<file path="config.mk">
export PLATFORM = sky130hd
export DESIGN_NAME = sha256_stream_hash_flat
export DESIGN_NICKNAME = d
export VERILOG_FILES = /design/src/sv/sha_pkg.sv /design/src/sv/sha_if.sv /design/src/sv/sha_datapath.sv /design/src/sv/sha_ctrl.sv /design/src/sv/sha256_stream_hash.sv /design/src/flat_wrapper.sv
export SDC_FILE = /design/constraint.sdc
export NUM_CORES = 2
export LEC_CHECK = 0
export BUFFER_PORTS_ARGS = -buffer_cell sky130_fd_sc_hd__buf_2
export CAP_MARGIN = 20
export CORE_ASPECT_RATIO = 0.5
export CORE_MARGIN = 5
export CORE_UTILIZATION = 45
export DETAILED_ROUTE_END_ITERATION = 8
export GPL_TIMING_DRIVEN = 0
export PLACE_DENSITY = 0.71
export SLEW_MARGIN = 20
export SYNTH_ARGS = -nofsm -noshare
export SYNTH_HDL_FRONTEND = slang
export SYNTH_HIERARCHICAL = 1
export SYNTH_SLANG_ARGS = --single-unit
</file>
<file path="constraint.sdc">
create_clock -name clk -period 7.9 [get_ports clk]
set_clock_uncertainty 0.1 [all_clocks]
set_input_delay 0.395 -clock clk [delete_from_list [all_inputs] [get_ports clk]]
set_output_delay 0.395 -clock clk [all_outputs]
set_load 0.02 [all_outputs]
</file>
<file path="src/sv/sha_pkg.sv">
// Package for the SHA-256 stream hash block.
// Holds the round constants, initial hash values and shared types.
package sha_pkg;

  localparam int NumRounds = 64;

  typedef logic [31:0] word_t;

  typedef struct packed {
    logic load_word;
    logic start;
    logic pad_word;
    word_t pad_value;
    logic init;
  } dp_cmd_t;

  typedef struct packed {
    logic busy;
  } dp_stat_t;

  function automatic word_t round_k(input logic [5:0] idx);
    word_t k;
    unique case (idx)
      6'd0: k = 32'h428a2f98; 6'd1: k = 32'h71374491; 6'd2: k = 32'hb5c0fbcf;
      6'd3: k = 32'he9b5dba5; 6'd4: k = 32'h3956c25b; 6'd5: k = 32'h59f111f1;
      6'd6: k = 32'h923f82a4; 6'd7: k = 32'hab1c5ed5; 6'd8: k = 32'hd807aa98;
      6'd9: k = 32'h12835b01; 6'd10: k = 32'h243185be; 6'd11: k = 32'h550c7dc3;
      6'd12: k = 32'h72be5d74; 6'd13: k = 32'h80deb1fe; 6'd14: k = 32'h9bdc06a7;
      6'd15: k = 32'hc19bf174; 6'd16: k = 32'he49b69c1; 6'd17: k = 32'hefbe4786;
      6'd18: k = 32'h0fc19dc6; 6'd19: k = 32'h240ca1cc; 6'd20: k = 32'h2de92c6f;
      6'd21: k = 32'h4a7484aa; 6'd22: k = 32'h5cb0a9dc; 6'd23: k = 32'h76f988da;
      6'd24: k = 32'h983e5152; 6'd25: k = 32'ha831c66d; 6'd26: k = 32'hb00327c8;
      6'd27: k = 32'hbf597fc7; 6'd28: k = 32'hc6e00bf3; 6'd29: k = 32'hd5a79147;
      6'd30: k = 32'h06ca6351; 6'd31: k = 32'h14292967; 6'd32: k = 32'h27b70a85;
      6'd33: k = 32'h2e1b2138; 6'd34: k = 32'h4d2c6dfc; 6'd35: k = 32'h53380d13;
      6'd36: k = 32'h650a7354; 6'd37: k = 32'h766a0abb; 6'd38: k = 32'h81c2c92e;
      6'd39: k = 32'h92722c85; 6'd40: k = 32'ha2bfe8a1; 6'd41: k = 32'ha81a664b;
      6'd42: k = 32'hc24b8b70; 6'd43: k = 32'hc76c51a3; 6'd44: k = 32'hd192e819;
      6'd45: k = 32'hd6990624; 6'd46: k = 32'hf40e3585; 6'd47: k = 32'h106aa070;
      6'd48: k = 32'h19a4c116; 6'd49: k = 32'h1e376c08; 6'd50: k = 32'h2748774c;
      6'd51: k = 32'h34b0bcb5; 6'd52: k = 32'h391c0cb3; 6'd53: k = 32'h4ed8aa4a;
      6'd54: k = 32'h5b9cca4f; 6'd55: k = 32'h682e6ff3; 6'd56: k = 32'h748f82ee;
      6'd57: k = 32'h78a5636f; 6'd58: k = 32'h84c87814; 6'd59: k = 32'h8cc70208;
      6'd60: k = 32'h90befffa; 6'd61: k = 32'ha4506ceb; 6'd62: k = 32'hbef9a3f7;
      default: k = 32'hc67178f2;
    endcase
    return k;
  endfunction

  function automatic word_t initial_h(input logic [2:0] idx);
    word_t h;
    unique case (idx)
      3'd0: h = 32'h6a09e667; 3'd1: h = 32'hbb67ae85; 3'd2: h = 32'h3c6ef372;
      3'd3: h = 32'ha54ff53a; 3'd4: h = 32'h510e527f; 3'd5: h = 32'h9b05688c;
      3'd6: h = 32'h1f83d9ab;
      default: h = 32'h5be0cd19;
    endcase
    return h;
  endfunction

  function automatic word_t rotr(input word_t x, input int n);
    return (x >> n) | (x << (32 - n));
  endfunction

endpackage

</file>
<file path="src/sv/sha_if.sv">
// Valid/ready channel interfaces for the SHA-256 stream hash block.
// Depends on nothing.
interface sha_in_if;
  logic valid;
  logic ready;
  logic opcode;
  logic [7:0] data_byte;
  modport source(output valid, output opcode, output data_byte, input ready);
  modport sink(input valid, input opcode, input data_byte, output ready);
endinterface

interface sha_out_if;
  logic valid;
  logic ready;
  logic [31:0] digest_word;
  logic [2:0] word_index;
  logic last_word;
  modport source(output valid, output digest_word, output word_index, output last_word,
                 input ready);
  modport sink(input valid, input digest_word, input word_index, input last_word,
               output ready);
endinterface

</file>
<file path="src/sv/sha_datapath.sv">
// SHA-256 datapath: message schedule window, working variables and chain words.
// Depends on sha_pkg; commanded by sha_ctrl.
module sha_datapath
  import sha_pkg::*;
(
  input  logic clk,
  input  logic rst,
  input  dp_cmd_t cmd,
  input  word_t in_word,
  input  logic [2:0] rd_index,
  output word_t rd_word,
  output dp_stat_t stat
);

  word_t chain [8];
  word_t v [8];
  word_t w [16];
  logic [5:0] round;
  logic running;

  word_t w_next, wt, s0, s1, t1, t2, e, a;

  assign s0 = rotr(w[1], 7) ^ rotr(w[1], 18) ^ (w[1] >> 3);
  assign s1 = rotr(w[14], 17) ^ rotr(w[14], 19) ^ (w[14] >> 10);
  assign w_next = s1 + w[9] + s0 + w[0];
  assign wt = w[0];
  assign e = v[4];
  assign a = v[0];
  assign t1 = v[7] + (rotr(e, 6) ^ rotr(e, 11) ^ rotr(e, 25)) + ((e & v[5]) ^ (~e & v[6]))
              + round_k(round) + wt;
  assign t2 = (rotr(a, 2) ^ rotr(a, 13) ^ rotr(a, 22)) + ((a & v[1]) ^ (a & v[2]) ^ (v[1] & v[2]));

  assign rd_word = chain[rd_index];
  assign stat.busy = running;

  always_ff @(posedge clk) begin
    if (cmd.load_word) begin
      for (int i = 0; i < 15; i++) w[i] <= w[i+1];
      w[15] <= in_word;
    end else if (cmd.pad_word) begin
      for (int i = 0; i < 15; i++) w[i] <= w[i+1];
      w[15] <= cmd.pad_value;
    end else if (running) begin
      for (int i = 0; i < 15; i++) w[i] <= w[i+1];
      w[15] <= w_next;
    end
    if (cmd.start) begin
      for (int i = 0; i < 8; i++) v[i] <= chain[i];
    end else if (running) begin
      v[7] <= v[6]; v[6] <= v[5]; v[5] <= v[4]; v[4] <= v[3] + t1;
      v[3] <= v[2]; v[2] <= v[1]; v[1] <= v[0]; v[0] <= t1 + t2;
    end
  end

  always_ff @(posedge clk) begin
    if (rst || cmd.init) begin
      for (int i = 0; i < 8; i++) chain[i] <= initial_h(3'(i));
      running <= 1'b0;
      round <= '0;
    end else if (cmd.start) begin
      running <= 1'b1;
      round <= '0;
    end else if (running) begin
      round <= round + 6'd1;
      if (round == 6'(NumRounds - 1)) begin
        running <= 1'b0;
        chain[0] <= chain[0] + t1 + t2;
        chain[1] <= chain[1] + v[0];
        chain[2] <= chain[2] + v[1];
        chain[3] <= chain[3] + v[2];
        chain[4] <= chain[4] + v[3] + t1;
        chain[5] <= chain[5] + v[4];
        chain[6] <= chain[6] + v[5];
        chain[7] <= chain[7] + v[6];
      end
    end
  end

  a_no_restart: assert property (@(posedge clk) disable iff (rst)
    !(cmd.start && running))
    else $error("start while compressing");
  a_round_range: assert property (@(posedge clk) disable iff (rst)
    !running |-> round == 6'd0 || $past(round) == 6'(NumRounds - 1) || $past(cmd.start))
    else $error("round counter moved while idle");
  a_busy_stop: assert property (@(posedge clk) disable iff (rst)
    running && round == 6'(NumRounds - 1) |=> !running)
    else $error("compression did not stop after the last round");
  a_no_load: assert property (@(posedge clk) disable iff (rst)
    running |-> !cmd.load_word && !cmd.pad_word)
    else $error("schedule written during compression");

endmodule

</file>
<file path="src/sv/sha_ctrl.sv">
// Controller for the SHA-256 stream hash: byte packing, padding and digest output.
// Depends on sha_pkg; drives sha_datapath through dp_cmd_t.
module sha_ctrl
  import sha_pkg::*;
(
  input  logic clk,
  input  logic rst,
  sha_in_if.sink in_ch,
  sha_out_if.source out_ch,
  output dp_cmd_t cmd,
  output word_t in_word,
  output logic [2:0] rd_index,
  input  word_t rd_word,
  input  dp_stat_t stat
);

  typedef enum logic [5:0] {
    S_ABSORB = 6'b000001,
    S_COMP   = 6'b000010,
    S_PAD    = 6'b000100,
    S_PCOMP  = 6'b001000,
    S_OUT    = 6'b010000,
    S_WAIT   = 6'b100000
  } state_t;

  state_t state;
  logic [5:0] fill;
  logic [60:0] msg_bytes;
  logic [23:0] part;
  logic second;
  logic [3:0] pad_cnt;
  logic [2:0] out_idx;
  logic out_valid;
  word_t out_word;
  logic [63:0] bits;
  logic [3:0] word_pos;
  logic [1:0] byte_pos;
  word_t pad_val;

  assign bits = {msg_bytes, 3'b000};
  assign word_pos = fill[5:2];
  assign byte_pos = fill[1:0];
  assign in_ch.ready = (state == S_ABSORB) && !stat.busy;
  assign in_word = {part, in_ch.data_byte};
  assign rd_index = out_idx;
  assign out_ch.valid = out_valid;
  assign out_ch.digest_word = out_word;
  assign out_ch.word_index = out_idx;
  assign out_ch.last_word = out_idx == 3'd7;

  always_comb begin
    pad_val = '0;
    if (!second && pad_cnt == word_pos) begin
      unique case (byte_pos)
        2'd0: pad_val = 32'h80000000;
        2'd1: pad_val = {part[7:0], 24'h800000};
        2'd2: pad_val = {part[15:0], 16'h8000};
        default: pad_val = {part[23:0], 8'h80};
      endcase
    end
    if (pad_cnt == 4'd14 && (second || fill < 6'd56)) pad_val = bits[63:32];
    if (pad_cnt == 4'd15 && (second || fill < 6'd56)) pad_val = bits[31:0];
  end

  always_comb begin
    cmd = '0;
    cmd.load_word = in_ch.valid && in_ch.ready && !in_ch.opcode && byte_pos == 2'd3;
    cmd.pad_word = (state == S_PAD) && (second || pad_cnt >= word_pos);
    cmd.pad_value = pad_val;
    cmd.start = (state == S_COMP) || (state == S_PCOMP);
    cmd.init = (state == S_WAIT) && !stat.busy && out_valid && out_ch.ready && out_idx == 3'd7;
  end

  always_ff @(posedge clk) begin
    if (rst) begin
      state <= S_ABSORB;
      fill <= '0;
      msg_bytes <= '0;
      second <= 1'b0;
      pad_cnt <= '0;
      out_idx <= '0;
      out_valid <= 1'b0;
    end else begin
      unique case (state)
        S_ABSORB: begin
          if (in_ch.valid && in_ch.ready) begin
            if (!in_ch.opcode) begin
              part <= {part[15:0], in_ch.data_byte};
              fill <= fill + 6'd1;
              msg_bytes <= msg_bytes + 61'd1;
              if (fill == 6'd63) state <= S_COMP;
            end else begin
              pad_cnt <= '0;
              second <= 1'b0;
              state <= S_PAD;
            end
          end
        end
        S_COMP: state <= S_ABSORB;
        S_PAD: begin
          pad_cnt <= pad_cnt + 4'd1;
          if (pad_cnt == 4'd15) state <= S_PCOMP;
        end
        S_PCOMP: begin
          if (!second && fill >= 6'd56) begin
            second <= 1'b1;
            state <= S_WAIT;
          end else begin
            second <= 1'b0;
            state <= S_WAIT;
          end
        end
        S_WAIT: begin
          if (!stat.busy) begin
            if (second && !out_valid) begin
              state <= S_PAD;
            end else if (!out_valid) begin
              out_valid <= 1'b1;
              out_word <= rd_word;
            end else if (out_ch.ready) begin
              if (out_idx == 3'd7) begin
                out_valid <= 1'b0;
                out_idx <= '0;
                fill <= '0;
                msg_bytes <= '0;
                second <= 1'b0;
                state <= S_ABSORB;
              end else begin
                out_valid <= 1'b0;
                out_idx <= out_idx + 3'd1;
              end
            end
          end
        end
        default: state <= S_ABSORB;
      endcase
    end
  end

  a_ready_idle: assert property (@(posedge clk) disable iff (rst)
    in_ch.ready |-> !out_valid) else $error("input taken while digest pending");
  a_load_absorb: assert property (@(posedge clk) disable iff (rst)
    cmd.load_word |-> state == S_ABSORB) else $error("word load outside absorb");
  a_out_wait: assert property (@(posedge clk) disable iff (rst)
    out_valid |-> state == S_WAIT) else $error("output outside drain state");

endmodule

</file>
<file path="src/sv/sha256_stream_hash.sv">
// SHA-256 over a byte stream, one byte per input transaction, digest as eight
// output transactions. Data bytes are taken back to back, but after every 64th byte
// input is held off while the round unit is started and runs 64 rounds. A finish
// pads the message and spends a start and 64 rounds on each padded block; a second
// block, needed when 56 or more bytes are pending, goes through the wait state
// before its padding. Digest words are registered, valid drops after each accepted
// word, and the next transaction is taken in the cycle after the last is accepted.
module sha256_stream_hash
  import sha_pkg::*;
(
  input logic clk,
  input logic rst,
  sha_in_if.sink in_ch,
  sha_out_if.source out_ch
);

  dp_cmd_t cmd;
  dp_stat_t stat;
  word_t in_word;
  word_t rd_word;
  logic [2:0] rd_index;

  sha_ctrl u_ctrl (
    .clk(clk), .rst(rst), .in_ch(in_ch), .out_ch(out_ch), .cmd(cmd), .in_word(in_word),
    .rd_index(rd_index), .rd_word(rd_word), .stat(stat)
  );

  sha_datapath u_dp (
    .clk(clk), .rst(rst), .cmd(cmd), .in_word(in_word), .rd_index(rd_index),
    .rd_word(rd_word), .stat(stat)
  );

endmodule
</file>
<file path="src/flat_wrapper.sv">
// flat-port wrapper written by rule: the top's interface ports become plain ports
module sha256_stream_hash_flat import sha_pkg::*;
  (clk, rst, in_ch_valid, in_ch_opcode, in_ch_data_byte, in_ch_ready, out_ch_valid, out_ch_digest_word, out_ch_word_index, out_ch_last_word, out_ch_ready);
  sha_in_if in_ch_i ();
  sha_out_if out_ch_i ();
  input logic clk;
  input logic rst;
  input wire logic [$bits(in_ch_i.valid)-1:0] in_ch_valid;
  input wire logic [$bits(in_ch_i.opcode)-1:0] in_ch_opcode;
  input wire logic [$bits(in_ch_i.data_byte)-1:0] in_ch_data_byte;
  output wire logic [$bits(in_ch_i.ready)-1:0] in_ch_ready;
  output wire logic [$bits(out_ch_i.valid)-1:0] out_ch_valid;
  output wire logic [$bits(out_ch_i.digest_word)-1:0] out_ch_digest_word;
  output wire logic [$bits(out_ch_i.word_index)-1:0] out_ch_word_index;
  output wire logic [$bits(out_ch_i.last_word)-1:0] out_ch_last_word;
  input wire logic [$bits(out_ch_i.ready)-1:0] out_ch_ready;
  assign in_ch_i.valid = in_ch_valid;
  assign in_ch_i.opcode = in_ch_opcode;
  assign in_ch_i.data_byte = in_ch_data_byte;
  assign in_ch_ready = in_ch_i.ready;
  assign out_ch_valid = out_ch_i.valid;
  assign out_ch_digest_word = out_ch_i.digest_word;
  assign out_ch_word_index = out_ch_i.word_index;
  assign out_ch_last_word = out_ch_i.last_word;
  assign out_ch_i.ready = out_ch_ready;
  sha256_stream_hash u_core (.clk(clk), .rst(rst), .in_ch(in_ch_i), .out_ch(out_ch_i));
endmodule
</file>
# After elaboration in Yosys (flattened, before gate mapping)
# Memories as Yosys holds them, arrays and structs flattened. A register that Yosys moved wholly into a read port is not among the register bits.
# Cells that the tools add are included.
# word_totals
regBits	113
mem_bits_rw	1024
romBits	2048
input_bits	13
out_inout_bits	38
word_cells	310
memories	4
# memory_table
memory	words	word_bits	read_ports	rd_ports_with_merged_regs	wr	line_no	text
(no name shown)	64	32	1	1	0	sha_pkg.sv:23	unique case (idx)
u_core.u_dp.w	16	32	16	0	16	sha_datapath.sv:17	word_t w [16];
u_core.u_dp.chain	8	32	9	1	8	sha_datapath.sv:15	word_t chain [8];
u_core.u_dp.v	8	32	8	0	8	sha_datapath.sv:16	word_t v [8];
# classes
addsub	25
order_cmp	3
n_eq_ne	27
n_mux	126
n_bitwise	80
reduce_logical	35
# op_table
cell	n
32-bit 2-to-1 mux	59
32-bit adder	20
61-bit 2-to-1 mux	7
32-bit bitwise XOR	9
32-bit AND	5
61-bit one-hot mux with 2 select lines	1
6-bit 2-to-1 mux	18
32-bit one-hot mux with 3 select lines	1
61-bit by 1-bit adder with 61-bit output, second input constant	1
1-bit bitwise OR	48
1-bit 2-to-1 mux	33
32-bit NOT	1
10-bit by 32-bit bitwise OR with 32-bit output	1
13-bit by 32-bit bitwise OR with 32-bit output	1
14-bit by 32-bit bitwise OR with 32-bit output	1
15-bit by 32-bit bitwise OR with 32-bit output	1
19-bit by 32-bit bitwise OR with 32-bit output	1
21-bit by 32-bit bitwise OR with 32-bit output	1
25-bit by 32-bit bitwise OR with 32-bit output	1
26-bit by 32-bit bitwise OR with 32-bit output	1
30-bit by 32-bit bitwise OR with 32-bit output	1
7-bit by 32-bit bitwise OR with 32-bit output	1
32-bit by 22-bit bitwise XOR with 32-bit output	1
32-bit by 29-bit bitwise XOR with 32-bit output	1
other kinds (38)	81

# Longest topological paths before layout
# An unclocked memory read counts as a cell.
# logic_depth
ltp_word	11
mapped_depth	34
ltp_nobuf	33

# Hierarchy
# The synthesis kept the hierarchy.
# by_module_without_submodules
module	n_inst	cells_each	area_per_inst_um2	seq_area_each_um2
sha_datapath	1	5804	67643.6	31530.2
sha_ctrl	1	781	7257.0	3303.2

# Worst setup path after synthesis
# OpenSTA, ideal clock, no wires.
# synth_timing
path_type	reg-to-reg
startpoint	register u_core.u_ctrl.state[3]
endpoint	memory u_core/u_dp/chain[0][0] (netlist name) (enable)
arrival_time_ns	7.338
t_required_ns	7.172
slack_ns	-0.166
stages_incl_launch_ff	10
n_path_buf	3
period_less_slack_ns	8.066
cell_sequence	dfxtp_1 > buf_2 > nor3_1 > nand2_1 > nor3_2 > and2_1 > nor2_1 > clkbuf_1 > clkbuf_1 > nand2_1
# synth_rtl
item	line_no	text
from (decl)	sha_ctrl.sv:26	state_t state;
from (signal assigned)	sha_ctrl.sv:76	state <= S_ABSORB;
from (signal assigned)	sha_ctrl.sv:91	if (fill == 6'd63) state <= S_COMP;
from (signal assigned)	sha_ctrl.sv:95	state <= S_PAD;
to (decl)	sha_datapath.sv:15	

==> report_table.html <==
<table>
<tr><th>Metric</th><th>Value</th></tr>
<tr><th colspan="2">Outcome</th></tr>
<tr><td>Outcome</td><td>completed</td></tr>
<tr><th colspan="2">Logic synthesis</th></tr>
<tr><td>Mean instance size in the synthesized netlist</td><td>11.4 sq um</td></tr>
<tr><td>Unique cell type count in the Yosys netlist</td><td>109</td></tr>
<tr><td>Sequential fraction of the synthesis area</td><td>46.5%</td></tr>
<tr><td>Total of flip-flops plus latches after synthesis</td><td>1200</td></tr>
<tr><td>Net count of the mapped netlist</td><td>7259</td></tr>
<tr><td>Primary FF master, synth</td><td>sky130_fd_sc_hd__edfxtp_1</td></tr>
<tr><td>Number of enable flip-flop cells after synthesis</td><td>1080</td></tr>
<tr><td>Ranking of synthesized cells by area</td><td>sky130_fd_sc_hd__edfxtp_1, sky130_fd_sc_hd__ha_1, sky130_fd_sc_hd__fa_1</td></tr>
<tr><td>Post-synth top area cell</td><td>sky130_fd_sc_hd__edfxtp_1</td></tr>
<tr><td>Netlist Area Pre-Place</td><td>74900 sq um</td></tr>
<tr><td>Synthesis warning total</td><td>6</td></tr>
<tr><td>Area fraction of the dominant cell type after synthesis</td><td>43.3%</td></tr>
<tr><td>Post-synth ARST share</td><td>0%</td></tr>
<tr><td>Syn Inst Count</td><td>6585</td></tr>
<tr><th colspan="2">Place</th></tr>
<tr><td># placed instances</td><td>8853</td></tr>
<tr><td>Post-placement worst setup slack</td><td>-1.24 ns</td></tr>
<tr><td>Number of port buffers</td><td>50</td></tr>
<tr><td>Final weighted congestion of routability-driven global placement</td><td>0.995</td></tr>
<tr><td>Detailed placement HPWL</td><td>177000 um</td></tr>
<tr><th colspan="2">Clocking</th></tr>
<tr><td>Reg clk slew, reported paths</td><td>0.07 ns</td></tr>
<tr><td>Max Root-Sink Buffers</td><td>3</td></tr>
<tr><td>Root Driver</td><td>sky130_fd_sc_hd__clkbuf_16</td></tr>
<tr><td>H-tree levels</td><td>3</td></tr>
<tr><td>Worst skew pair latency</td><td>0.77 ns</td></tr>
<tr><td>Number of CTS-inserted buffers</td><td>111</td></tr>
<tr><td>Number of sinks handled by clock tree synthesis</td><td>1200</td></tr>
<tr><td>CTS tree</td><td>yes</td></tr>
<tr><th colspan="2">Setup path</th></tr>
<tr><td>Worst reg2reg setup slack</td><td>0.1 ns</td></tr>
<tr><td>Crit-path slowest cell</td><td>sky130_fd_sc_hd__edfxtp_1</td></tr>
<tr><td>Launching point of the worst reg2reg path</td><td>u_core/u_dp/v[1][17]</td></tr>
<tr><td>Critical path endpoint category</td><td>flop</td></tr>
<tr><td>CP arrival</td><td>8.12 ns</td></tr>
<tr><td>Element type at the critical path start</td><td>flop</td></tr>
<tr><td>Required time of the worst setup path</td><td>8.22 ns</td></tr>
<tr><td>Worst reg2reg endpoint</td><td>u_core/u_dp/chain[0][31]</td></tr>
<tr><td>Maximum cell stage delay along the critical path</td><td>0.57 ns</td></tr>
<tr><td>FF-to-FF path depth</td><td>26</td></tr>
<tr><td>Worst-path fanout max</td><td>6</td></tr>
<tr><td>CP most frequent cell</td><td>sky130_fd_sc_hd__fa_1</td></tr>
<tr><td>Crit Path Class</td><td>flop to flop</td></tr>
<tr><th colspan="2">Die</th></tr>
<tr><td>Die height</td><td>298 um</td></tr>
<tr><td>DIE AREA</td><td>175000 sq um</td></tr>
<tr><td># IOs</td><td>51</td></tr>
<tr><td>Count of standard-cell rows</td><td>105</td></tr>
<tr><td>Core region area</td><td>165000 sq um</td></tr>
<tr><td>Effective utilization at floorplan</td><td>45.5%</td></tr>
<tr><td>X dimension of the die</td><td>587 um</td></tr>
<tr><th colspan="2">Hold path</th></tr>
<tr><td>Worst Hold Class</td><td>primary input to flop</td></tr>
<tr><td>Count of cells along the worst hold path</td><td>2</td></tr>
<tr><td>Hold Path End</td><td>u_core/u_dp/chain[7][0]</td></tr>
<tr><td>Worst Hold Launch</td><td>rst</td></tr>
<tr><th colspan="2">Route</th></tr>
<tr><td>Average routed wire per standard cell</td><td>25.6 um</td></tr>
<tr><td>Count of nets left with antenna violations after detail routing</td><td>0</td></tr>
<tr><td>Violation count after the first detailed-route iteration</td><td>6921</td></tr>
<tr><td>Detailed-route vias per instance</td><td>6.08</td></tr>
<tr><td>Count of TritonRoute iterations in the first routing pass</td><td>8</td></tr>
<tr><td>Total length of routed wires</td><td>233000 um</td></tr>
<tr><td>Routed via count</td><td>55429</td></tr>
<tr><td>Final routed DRC violation total</td><td>0</td></tr>
<tr><th colspan="2">Timing</th></tr>
<tr><td>Final period util</td><td>98.7%</td></tr>
<tr><td>Fmax</td><td>0.128 GHz</td></tr>
<tr><td>Final Slew Violations</td><td>0</td></tr>
<tr><td>Period minus WS final</td><td>7.80 ns</td></tr>
<tr><td>Measured slew at the worst slew-check pin</td><td>1.25 ns</td></tr>
<tr><td>Slew Limit Headroom</td><td>15.4%</td></tr>
<tr><td>Minimum hold slack</td><td>0.162 ns</td></tr>
<tr><td>Setup-failing EPs final</td><td>0</td></tr>
<tr><td>Crit path setup slack, layout</td><td>0.0988 ns</td></tr>
<tr><td>Final Hold Violating Endpoints</td><td>0</td></tr>
<tr><th colspan="2">Global route</th></tr>
<tr><td>Wire length of the first global-routing pass</td><td>338000 um</td></tr>
<tr><td>Number of antenna violations at the first check in global routing</td><td>17</td></tr>
<tr><td>Total GRT Usage</td><td>25.6%</td></tr>
<tr><td>Maximum number of pins on one net before global-route repair</td><td>76</td></tr>
<tr><td>Via count of the first global-routing pass</td><td>52058</td></tr>
<tr><td>Global route total overflow</td><td>0</td></tr>
<tr><th colspan="2">Cells and area</th></tr>
<tr><td>Layout Cells excl Fill</td><td>9111</td></tr>
<tr><td>Fraction of final layout cells with drive strength greater than 1</td><td>12.7%</td></tr>
<tr><td>Final net count</td><td>7494</td></tr>
<tr><td>Layout Area Growth over Synthesis</td><td>12.0%</td></tr>
<tr><td>Layout fillers</td><td>14377</td></tr>
<tr><td>Leading cell type in the layout, fill and taps excluded</td><td>sky130_fd_sc_hd__edfxtp_1</td></tr>
<tr><td>Most frequent cells in the layout</td><td>sky130_fd_sc_hd__edfxtp_1, sky130_fd_sc_hd__nand2_1, sky130_fd_sc_hd__ha_1</td></tr>
<tr><th colspan="2">Run</th></tr>
<tr><td>Number of max-capacitance violations reported</td><td>0</td></tr>
</table>
state kept, by name (all words and copies together) (netlist names), 3 cells and up, named ones only:
name and flops:
u_core/u_dp/chain 256, u_core/u_ctrl/out_ch.word_index 3, u_core/u_ctrl/pad_cnt 4, u_core/u_ctrl/part 24
u_core/u_dp/round 6, u_core/u_ctrl/msg_bytes 61, u_core/u_dp/v 256, u_core/u_ctrl/out_ch.digest_word 32
u_core/u_ctrl/fill 6, u_core/u_dp/w 512, u_core/u_ctrl/state 5
cell families (layout without fill, tap and decap cells):
family,count (synthesis),after routing,share of synthesized area (%)
adder cells (fa/ha/maj),692,692,13.7
XOR/XNOR,645,645,7.56
buffers and inverters,676,1007,3.55
other,0,2,0
multiplexers,333,333,5.99
AND/OR/NAND/NOR,1489,1489,9.56
AO/OA/AOI/OAI,1550,1550,13.1
flip-flops,1200,1200,46.5
area by class of cell:
type	instances	area (sq um)	share of cell area, %
buffer	273	1200	1.43
inverter	383	1440	1.71
antenna	2	5.00	0.00597
tap	2193	2740	3.27
multi-input combinational	4709	38400	45.7
timing repair buffer	142	1370	1.64
clock inverter	78	1020	1.22
clock buffer	131	2890	3.45
sequential	1200	34800	41.5
metal layers:
layer	routed length (um)	GRT usage (%)	vias up
li1	-	-	24538
met1	100000	37.7	27467
met2	100000	38.1	2944
met3	23400	4.41	474
met4	9070	9.06	6
met5	42	0	-
Yosys cell counts, types with 58 or more instances:
| library cell | n |
|---|---|
| sky130_fd_sc_hd__a21o_1 | 200 |
| sky130_fd_sc_hd__a21oi_1 | 420 |
| sky130_fd_sc_hd__and3_1 | 58 |
| sky130_fd_sc_hd__clkbuf_1 | 238 |
| sky130_fd_sc_hd__dfxtp_1 | 120 |
| sky130_fd_sc_hd__edfxtp_1 | 1080 |
| sky130_fd_sc_hd__fa_1 | 227 |
| sky130_fd_sc_hd__ha_1 | 434 |
| sky130_fd_sc_hd__inv_1 | 380 |
| sky130_fd_sc_hd__mux2_2 | 250 |
| sky130_fd_sc_hd__mux4_2 | 67 |
| sky130_fd_sc_hd__nand2_1 | 499 |
| sky130_fd_sc_hd__nand2b_1 | 77 |
| sky130_fd_sc_hd__nand3_1 | 99 |
| sky130_fd_sc_hd__nor2_1 | 376 |
| sky130_fd_sc_hd__nor2b_1 | 58 |
| sky130_fd_sc_hd__nor3_1 | 91 |
| sky130_fd_sc_hd__o21a_1 | 64 |
| sky130_fd_sc_hd__o21ai_0 | 381 |
| sky130_fd_sc_hd__xnor2_1 | 436 |
| sky130_fd_sc_hd__xor2_1 | 207 |
how the worst max path moves through the flow:
stage,cells past startpoint,endpoint,from,slack (ns)
after global placement,7,u_core/u_dp/w[0][59],u_core/u_ctrl/state[2],-1.92
after detailed placement,29,u_core/u_dp/chain[4][31],u_core/u_dp/v[1][28],-1.24
after global routing,32,u_core/u_dp/chain[0][31],u_core/u_dp/v[1][27],-0.05
after CTS,32,u_core/u_dp/chain[4][31],u_core/u_dp/v[1][27],0.0002
after floorplan,7,u_core/u_dp/w[0][100],u_core/u_ctrl/state[2],0.52
final,26,u_core/u_dp/chain[0][31],u_core/u_dp/v[1][17],0.1
metrics by stage:
step	instance area, sq um	setup TNS, ns	util, %
6_report	83900	0	50.9
5_1_grt	83900	-0.0950	50.9
4_1_cts	83100	0	50.5
3_5_place_dp	78500	-23.24	47.7
3_3_place_gp	77900	-868.79	47.3
2_1_floorplan	74900	0	-
repair_timing:
action,4_1_cts,5_1_grt
hold endpoints to repair,21,0
resized for setup,83,89
hold buffers,11,0
endpoints found under the setup margin,50,27
setup buffers,15,41
pin swaps,16,48
critical path, delay by kind of cell, from the launching register on:
kind / cells / cell delay [ns]
AOI/OAI and AO/OA: 8 / 2.41
xor gates and xnor gates: 5 / 1.19
adders and majority gates: 6 / 2.45
buffers and inverters: 4 / 0.42
DFF: 1 / 0.57
and+or+nand+nor: 3 / 0.29
Power is not shown: default switching activity piles up to over one toggle a cycle in this logic, so the estimate is an artifact.
